**src/assert_macros.svh**
```systemverilog
// Assertion macros for the RTL files
`ifndef ASSERT_MACROS_SVH
`define ASSERT_MACROS_SVH

`ifndef SYNTH
// Check a condition at every clock edge outside reset
`define ASSERT_ALWAYS(label, expr, msg) \
  label: assert property (@(posedge clk) disable iff (!rst_n) (expr)) else $error(msg);
// Check that a condition implies another in the same cycle
`define ASSERT_IMPLIES(label, ante, cons, msg) \
  label: assert property (@(posedge clk) disable iff (!rst_n) (ante) |-> (cons)) else $error(msg);
// Check that a condition implies another in the next cycle
`define ASSERT_NEXT(label, ante, cons, msg) \
  label: assert property (@(posedge clk) disable iff (!rst_n) (ante) |=> (cons)) else $error(msg);
`else
`define ASSERT_ALWAYS(label, expr, msg)
`define ASSERT_IMPLIES(label, ante, cons, msg)
`define ASSERT_NEXT(label, ante, cons, msg)
`endif

`endif

```
**src/slfp_pkg.sv**
```systemverilog
// Constants and types for the status line field parser
`default_nettype none
package slfp_pkg;

  localparam logic [3:0] VERSION_CHARS = 4'd8;
  localparam logic [3:0] FIELD_COUNT   = 4'd9;
  localparam logic [3:0] FIELD_KEEP    = 4'd9;
  localparam logic [3:0] TEXT_FIELD    = 4'd8;
  localparam logic [3:0] POWER_FIELD   = 4'd6;
  localparam logic [3:0] LAST_NUM_FIELD = 4'd7;
  localparam logic [3:0] COUNT_MAX     = 4'd15;

  localparam logic [7:0] SEP_BYTE   = 8'h3a;
  localparam logic [7:0] END_BYTE   = 8'h0a;
  localparam logic [7:0] CH_ZERO    = 8'h30;
  localparam logic [7:0] CH_NINE    = 8'h39;
  localparam logic [7:0] CH_PLUS    = 8'h2b;
  localparam logic [7:0] CH_MINUS   = 8'h2d;
  localparam logic [7:0] CH_SPACE   = 8'h20;
  localparam logic [7:0] CH_TAB     = 8'h09;
  localparam logic [7:0] CH_VTAB    = 8'h0b;
  localparam logic [7:0] CH_FFEED   = 8'h0c;
  localparam logic [7:0] CH_CRET    = 8'h0d;

  // Number scan phase within a numeric field
  typedef enum logic [1:0] {
    PH_LEAD   = 2'd0,
    PH_SIGN   = 2'd1,
    PH_DIGITS = 2'd2,
    PH_STOP   = 2'd3
  } phase_t;

  function automatic logic is_blank(input logic [7:0] b);
    return (b == CH_SPACE) || (b == CH_TAB) || (b == CH_VTAB) ||
           (b == CH_FFEED) || (b == CH_CRET);
  endfunction

endpackage
`default_nettype wire

```
**src/status_line_field_parser.sv**
```systemverilog
// Status line field parser: top level
//
// Usage: feed the received bytes of one status reply line on the in_
// channel (in_valid/in_ready, payload in_rx_byte). Colon separates fields,
// newline ends the line. Every other byte only updates the parse state and
// gives no result. A newline word yields one status record on the out_
// channel (out_valid/out_ready), registered at the edge that accepts it.
// Throughput: one byte per cycle while in_ready is high; each byte passes
// through one level of parse logic into the state and record registers, and
// the record is loaded into a single output register.
// Stall: while a record waits in the output register and out_ready is low,
// in_ready is low; the next byte is taken in the same cycle the record
// is taken. Nothing is dropped.
// Reset: rst_n low at a clock edge clears the parse state, the stored
// fields and the output valid flag; the block is ready right after.
`default_nettype none
`include "assert_macros.svh"

module status_line_field_parser
  import slfp_pkg::*;
(
  input  wire logic        clk,
  input  wire logic        rst_n,
  input  wire logic        in_valid,
  output logic             in_ready,
  input  wire logic [7:0]  in_rx_byte,
  output logic             out_valid,
  input  wire logic        out_ready,
  output logic [7:0]       out_battery_level,
  output logic [6:0]       out_level_a,
  output logic [6:0]       out_level_b,
  output logic [6:0]       out_duty_value,
  output logic [6:0]       out_feel_value,
  output logic [7:0]       out_mode_number,
  output logic [7:0]       out_power_code,
  output logic [7:0]       out_linked_value,
  output logic [63:0]      out_version_text,
  output logic [3:0]       out_version_length,
  output logic             out_overflow_flag
);

  // parse state
  logic [3:0]  field_index_r, field_index_nxt;
  logic [7:0]  acc_r, acc_nxt;
  logic        neg_r, neg_nxt;
  phase_t      phase_r, phase_nxt;
  logic [7:0]  first_char_r, first_char_nxt;
  logic [63:0] text_r, text_nxt;
  logic [3:0]  text_count_r, text_count_nxt;
  logic        overflow_r, overflow_nxt;
  logic [7:0]  rec_r [8];
  logic [7:0]  rec_nxt [8];
  logic [3:0]  char_count_r, char_count_nxt;

  // output register
  logic        out_valid_r;
  logic [7:0]  out_rec_r [8];
  logic [63:0] out_text_r;
  logic [3:0]  out_len_r;
  logic        out_ovf_r;

  logic        in_fire;
  logic        is_sep, is_end, is_delim;
  logic        take_en, is_text, close_en;
  logic        digit;
  logic [7:0]  dval;
  logic [7:0]  acc_mul;
  logic [7:0]  num_val, close_val;
  logic [7:0]  rec_view [8];

  assign in_ready = !out_valid_r || out_ready;
  assign in_fire  = in_valid && in_ready;

  assign is_sep   = (in_rx_byte == SEP_BYTE);
  assign is_end   = (in_rx_byte == END_BYTE);
  assign is_delim = is_sep || is_end;
  assign take_en  = (field_index_r < FIELD_COUNT) && (field_index_r <= TEXT_FIELD);
  assign is_text  = (field_index_r == TEXT_FIELD);
  assign close_en = (field_index_r < FIELD_COUNT) && (field_index_r <= LAST_NUM_FIELD);

  assign digit    = (in_rx_byte >= CH_ZERO) && (in_rx_byte <= CH_NINE);
  assign dval     = in_rx_byte - CH_ZERO;
  // acc * 10 + digit, modulo 256
  assign acc_mul  = {acc_r[4:0], 3'b000} + {acc_r[6:0], 1'b0} + dval;

  // value of the open field when it closes
  always_comb begin
    if (phase_r == PH_SIGN) begin
      num_val = 8'd0;
    end else if (neg_r) begin
      num_val = 8'd0 - acc_r;
    end else begin
      num_val = acc_r;
    end
    if (field_index_r == POWER_FIELD) begin
      close_val = first_char_r;
    end else if ((field_index_r >= 4'd1) && (field_index_r <= 4'd4)) begin
      close_val = {1'b0, num_val[7:1]};
    end else begin
      close_val = num_val;
    end
  end

  // stored fields with the closing field merged in
  always_comb begin
    for (int k = 0; k < 8; k++) begin
      if (close_en && (field_index_r[2:0] == 3'(k))) begin
        rec_view[k] = close_val;
      end else begin
        rec_view[k] = rec_r[k];
      end
    end
  end

  // next number phase
  always_comb begin
    phase_nxt = phase_r;
    if (in_fire) begin
      if (is_delim) begin
        phase_nxt = PH_LEAD;
      end else if (take_en) begin
        if (is_text) begin
          if ((char_count_r < VERSION_CHARS) && (phase_r != PH_STOP) &&
              (in_rx_byte == 8'd0)) begin
            phase_nxt = PH_STOP;
          end
        end else if ((char_count_r < FIELD_KEEP) && (field_index_r != POWER_FIELD)) begin
          case (phase_r)
            PH_LEAD: begin
              if (is_blank(in_rx_byte)) begin
                phase_nxt = PH_LEAD;
              end else if ((in_rx_byte == CH_PLUS) || (in_rx_byte == CH_MINUS)) begin
                phase_nxt = PH_SIGN;
              end else if (digit) begin
                phase_nxt = PH_DIGITS;
              end else begin
                phase_nxt = PH_STOP;
              end
            end
            PH_SIGN: begin
              phase_nxt = digit ? PH_DIGITS : PH_STOP;
            end
            PH_DIGITS: begin
              phase_nxt = digit ? PH_DIGITS : PH_STOP;
            end
            default: begin
              phase_nxt = phase_r;
            end
          endcase
        end
      end
    end
  end

  // next data state
  always_comb begin
    field_index_nxt = field_index_r;
    acc_nxt         = acc_r;
    neg_nxt         = neg_r;
    first_char_nxt  = first_char_r;
    text_nxt        = text_r;
    text_count_nxt  = text_count_r;
    overflow_nxt    = overflow_r;
    char_count_nxt  = char_count_r;
    for (int k = 0; k < 8; k++) begin
      rec_nxt[k] = rec_r[k];
    end
    if (in_fire) begin
      if (is_delim) begin
        // close the field and advance
        for (int k = 0; k < 8; k++) begin
          rec_nxt[k] = rec_view[k];
        end
        field_index_nxt = (field_index_r < COUNT_MAX) ? field_index_r + 4'd1 : field_index_r;
        acc_nxt         = 8'd0;
        neg_nxt         = 1'b0;
        first_char_nxt  = 8'd0;
        char_count_nxt  = 4'd0;
        if (is_end) begin
          // drop the whole record after it is emitted
          field_index_nxt = 4'd0;
          text_nxt        = 64'd0;
          text_count_nxt  = 4'd0;
          overflow_nxt    = 1'b0;
          for (int k = 0; k < 8; k++) begin
            rec_nxt[k] = 8'd0;
          end
        end
      end else if (take_en) begin
        if (char_count_r < COUNT_MAX) begin
          char_count_nxt = char_count_r + 4'd1;
        end
        if (is_text) begin
          if (char_count_r >= VERSION_CHARS) begin
            overflow_nxt = 1'b1;
          end else if ((phase_r != PH_STOP) && (in_rx_byte != 8'd0)) begin
            text_nxt[{char_count_r[2:0], 3'b000} +: 8] = in_rx_byte;
            text_count_nxt = char_count_r + 4'd1;
          end
        end else if (char_count_r >= FIELD_KEEP) begin
          overflow_nxt = 1'b1;
        end else begin
          if (char_count_r == 4'd0) begin
            first_char_nxt = in_rx_byte;
          end
          if (field_index_r != POWER_FIELD) begin
            case (phase_r)
              PH_LEAD: begin
                if (!is_blank(in_rx_byte) && (in_rx_byte == CH_MINUS)) begin
                  neg_nxt = 1'b1;
                end else if (!is_blank(in_rx_byte) && (in_rx_byte != CH_PLUS) && digit) begin
                  acc_nxt = dval;
                end
              end
              PH_SIGN: begin
                if (digit) begin
                  acc_nxt = dval;
                end
              end
              PH_DIGITS: begin
                if (digit) begin
                  acc_nxt = acc_mul;
                end
              end
              default: begin
                acc_nxt = acc_r;
              end
            endcase
          end
        end
      end
    end
  end

  // state registers
  always_ff @(posedge clk) begin
    if (!rst_n) begin
      field_index_r <= 4'd0;
      acc_r         <= 8'd0;
      neg_r         <= 1'b0;
      phase_r       <= PH_LEAD;
      first_char_r  <= 8'd0;
      text_r        <= 64'd0;
      text_count_r  <= 4'd0;
      overflow_r    <= 1'b0;
      char_count_r  <= 4'd0;
      for (int k = 0; k < 8; k++) begin
        rec_r[k] <= 8'd0;
      end
    end else begin
      field_index_r <= field_index_nxt;
      acc_r         <= acc_nxt;
      neg_r         <= neg_nxt;
      phase_r       <= phase_nxt;
      first_char_r  <= first_char_nxt;
      text_r        <= text_nxt;
      text_count_r  <= text_count_nxt;
      overflow_r    <= overflow_nxt;
      char_count_r  <= char_count_nxt;
      for (int k = 0; k < 8; k++) begin
        rec_r[k] <= rec_nxt[k];
      end
    end
  end

  // output register: load on newline, hold until taken
  always_ff @(posedge clk) begin
    if (!rst_n) begin
      out_valid_r <= 1'b0;
    end else if (in_fire && is_end) begin
      out_valid_r <= 1'b1;
    end else if (out_ready) begin
      out_valid_r <= 1'b0;
    end
  end

  always_ff @(posedge clk) begin
    if (in_fire && is_end) begin
      for (int k = 0; k < 8; k++) begin
        out_rec_r[k] <= rec_view[k];
      end
      out_text_r <= text_r;
      out_len_r  <= text_count_r;
      out_ovf_r  <= overflow_r;
    end
  end

  assign out_valid          = out_valid_r;
  assign out_battery_level  = out_rec_r[0];
  assign out_level_a        = out_rec_r[1][6:0];
  assign out_level_b        = out_rec_r[2][6:0];
  assign out_duty_value     = out_rec_r[3][6:0];
  assign out_feel_value     = out_rec_r[4][6:0];
  assign out_mode_number    = out_rec_r[5];
  assign out_power_code     = out_rec_r[6];
  assign out_linked_value   = out_rec_r[7];
  assign out_version_text   = out_text_r;
  assign out_version_length = out_len_r;
  assign out_overflow_flag  = out_ovf_r;

  // checks
  `ASSERT_ALWAYS(a_text_count_max, text_count_r <= VERSION_CHARS, "text count too large")
  `ASSERT_IMPLIES(a_text_nonzero, text_count_r != 4'd0, text_r[7:0] != 8'd0, "kept text starts with zero")
  `ASSERT_NEXT(a_end_emits, in_fire && is_end, out_valid_r && (field_index_r == 4'd0), "newline gave no record")
  `ASSERT_IMPLIES(a_no_overwrite, out_valid_r && !out_ready, !in_ready, "byte taken while record waits")

endmodule
`default_nettype wire

```
**config.mk**
```make
export PLATFORM = sky130hd
export DESIGN_NAME = status_line_field_parser
export DESIGN_NICKNAME = d
export VERILOG_FILES = /design/src/slfp_pkg.sv /design/src/status_line_field_parser.sv
export VERILOG_INCLUDE_DIRS = /design/src /design/src/src
export SDC_FILE = /design/constraint.sdc
export NUM_CORES = 1
export LEC_CHECK = 0
export BUFFER_PORTS_ARGS = -buffer_cell sky130_fd_sc_hd__clkbuf_2
export CAP_MARGIN = 5
export CORE_ASPECT_RATIO = 0.7
export CORE_MARGIN = 8
export CORE_UTILIZATION = 46
export DETAILED_ROUTE_END_ITERATION = 7
export GPL_ROUTABILITY_DRIVEN = 0
export PLACE_DENSITY = 0.65
export SYNTH_ARGS = -nofsm -noshare
export SYNTH_HDL_FRONTEND = slang
export SYNTH_SLANG_ARGS = --single-unit
```
**constraint.sdc**
```tcl
create_clock -name clk -period 4.95 [get_ports clk]
set_input_delay 0.2475 -clock clk [delete_from_list [all_inputs] [get_ports clk]]
set_output_delay 0.2475 -clock clk [all_outputs]
set_load 0.1 [all_outputs]
```
==> impl_metrics.json <==
{
  "die_h_um": 152,
  "worstSkewPairLatency_ns": 0.55,
  "wire_per_inst_um": 19.4,
  "boundaryPins": 143,
  "drtIter0Drc": 758,
  "postCtsHoldBufs": 0,
  "synthToLayoutAreaGrowth_pct": 15.9,
  "grt_max_degree": 70,
  "grt_pass1_wl_mm": 48.0,
  "firstDrtPassIters": 6,
  "ant_nets": 0,
  "drv_cap": 0,
  "coreArea_um2": 26400,
  "worst_pin_slew_ns": 1.12,
  "critPathKind": "reg -> reg",
  "p_seq_frac": 0.496,
  "cts_root_buf": "clkbuf_16",
  "cp-start-kind": "register",
  "path_max_fanout": 8,
  "clock.fmax_mhz": 304,
  "ir_drop_mv": 0.274,
  "initial_core_util": 0.463,
  "slew_headroom": 0.249,
  "cellPowerDensity_nw_per_um2": 352,
  "pwr-share-comb": 0.045,
  "tns_ns": 0,
  "die_x_um": 211,
  "r2r_start": "field_index_r[0]$_SDFFE_PN0P_",
  "synth.cell_area_um2": 12200,
  "async_flop_share": 0,
  "synth_cell_types": 82,
  "whs_ns": 0.178,
  "clk_pin_slew_ns": 0.07,
  "rsz0062_at_grt": "false",
  "grt_pass1_vias": 8400,
  "slew_viol_final": 0,
  "required_ns": 5.20,
  "syn_nets": 1139,
  "synthFlopType": "dfxtp_1",
  "total_leakage_power_nw": 5.38,
  "postCtsSetupRepairBufs": 0,
  "p_sw_mw": 1.09,
  "p_int_mw": 3.90,
  "fp-row-count": 50,
  "cts.sink_count": 286,
  "cts_buffers": 28,
  "nets": 1251,
  "clockBufferDepth": 3,
  "syn_inst": 1097,
  "fin_crit_sh": 0.665,
  "io_buffers": 142,
  "layout-drive-gt1-share": 0.184,
  "ys_seq_elements": 286,
  "pwr-share-clk": 0.459,
  "end_kind": "register",
  "vias": 8904,
  "synth-seq-area-share": 0.574,
  "cts-resized-gates": 0,
  "diodes": 0,
  "layout_common_cells": "nand2_1, dfxtp_1, clkbuf_2",
  "fin_crit_ns": 3.29,
  "path_cells": "inv_1 -> ha_1 -> nor3b_1 -> nor3_1 -> o31ai_1 -> o22ai_1 -> o21ai_0",
  "finalClockSkew_ns": 0.0134,
  "layout_commonest_cell": "nand2_1",
  "arrival_ns": 3.54,
  "hp-class": "in -> reg",
  "cts_tree": "done",
  "grt.total_usage": 0.184,
  "hpwl_mm": 21.3,
  "setup_viol": 0,
  "fill_cells": 2339,
  "r2r_setup_slack_ns": 1.66,
  "crit_start": "field_index_r[0]$_SDFFE_PN0P_",
  "vias_per_cell": 5.58,
  "avgSynthCellArea_um2": 11.1,
  "swShare": 0.218,
  "synth-edff-count": 129,
  "slowest_stage": "o22ai_1",
  "grt.overflow.total": 0,
  "hold_violations": 0,
  "die_area_um2": 32100,
  "drc": 0,
  "hold_start": "out_ready",
  "cts-htree-levels": 1,
  "routed_wl_mm": 30.9,
  "antenna_found_initial": 0,
  "yosysWarnings": 0,
  "slowest_delay_ns": 0.78,
  "status": "completed"
}
flip-flops by register name, summed over array words and instances (netlist names):
signal              flops
acc_r                   8
char_count_r            4
field_index_r           4
first_char_r            8
neg_r                   1
out_overflow_flag       1
out_rec_r              60
out_valid               1
out_version_length      4
out_version_text       64
overflow_r              1
phase_r                 2
rec_r                  60
text_count_r            4
text_r                 64
final timing paths:
check	endpoint	cells past startpoint
max	out_rec_r[1][2]$_DFFE_PP_	7
min	out_valid$_SDFFE_PN0P_	4
max reg2reg	out_rec_r[1][2]$_DFFE_PP_	7
min reg2reg	out_version_text[20]$_DFFE_PP_	0
routing by layer:
layer / track usage / part of all wire
met3: 0.0411 / 0.065
met4: 0.0412 / 0.017
met5: 0 / 0
met1: 0.279 / 0.50
met2: 0.261 / 0.42
worst max-delay path: cells and delay by family, from the launching register on:
family | cells | cell delay, ns
flip-flops | 1 | 0.41
AND/OR/NAND/NOR | 2 | 0.88
buffers and inverters | 1 | 0.10
adder cells (fa/ha/maj) | 1 | 0.31
AO/OA/AOI/OAI | 3 | 1.28
through the flow:
step | std cells | utilization | power (mW) | instance area, um2 | setup slack, ns
after detailed placement | 1543 | 0.499 | 2.74 | 13200 | 1.79
final | 1595 | 0.536 | 4.98 | 14200 | 1.66
after floorplan | 1097 | - | 2.69 | 12200 | 0.431
after global routing | 1595 | 0.536 | 5.12 | 14200 | 1.46
after global placement | 1543 | 0.499 | 2.74 | 13200 | 1.88
after CTS | 1595 | 0.536 | 5.01 | 14200 | 1.80
layout make-up:
| type | instances | area (um2) | share of cell area |
|---|---|---|---|
| clock inverters | 12 | 179 | 0.0126 |
| inverters | 31 | 120 | 0.00848 |
| clock buffers | 40 | 817 | 0.0577 |
| repair buffers | 149 | 791 | 0.0559 |
| multi-input cells | 713 | 4780 | 0.338 |
| flip-flops and latches | 286 | 7020 | 0.496 |
| well taps | 364 | 455 | 0.0322 |
cell families (layout without fill, tap and decap cells):
family / Yosys count / count (layout) / synth area share
buf+inv: 98 / 232 / 0.0346
fa+ha+maj: 30 / 30 / 0.0338
mux: 61 / 61 / 0.0503
xor+xnor: 11 / 11 / 0.0101
simple gates: 370 / 370 / 0.152
flops: 286 / 286 / 0.574
compound gates: 241 / 241 / 0.145
cells in the mapped netlist, drive strengths merged, types with 10 or more instances:
cell / instances / area (um2)
and2: 13 / 81.3
dfxtp: 157 / 3140
clkbuf: 42 / 158
o21a: 12 / 92.6
a21boi: 23 / 173
nor2b: 22 / 138
nor2: 38 / 161
mux2i: 58 / 581
nand3: 39 / 195
nand3b: 10 / 75.1
ha: 25 / 313
o22ai: 23 / 150
o21ai: 71 / 355
nor3: 16 / 96.4
a21oi: 14 / 70.1
nand2: 172 / 646
inv: 31 / 116
o2bb2ai: 28 / 245
edfxtp: 129 / 3870
buf: 25 / 149
nand4: 14 / 103
power by group through the flow:
stage / sequential [mW] / combinational (mW) / clock (mW)
floorplan: 2.52 / 0.165 / 0
global placement: 2.52 / 0.220 / 0
detailed placement: 2.52 / 0.222 / 0
CTS: 2.47 / 0.223 / 2.32
global route: 2.47 / 0.246 / 2.40
finish: 2.47 / 0.226 / 2.29
Power figures use the tool's default switching activity.
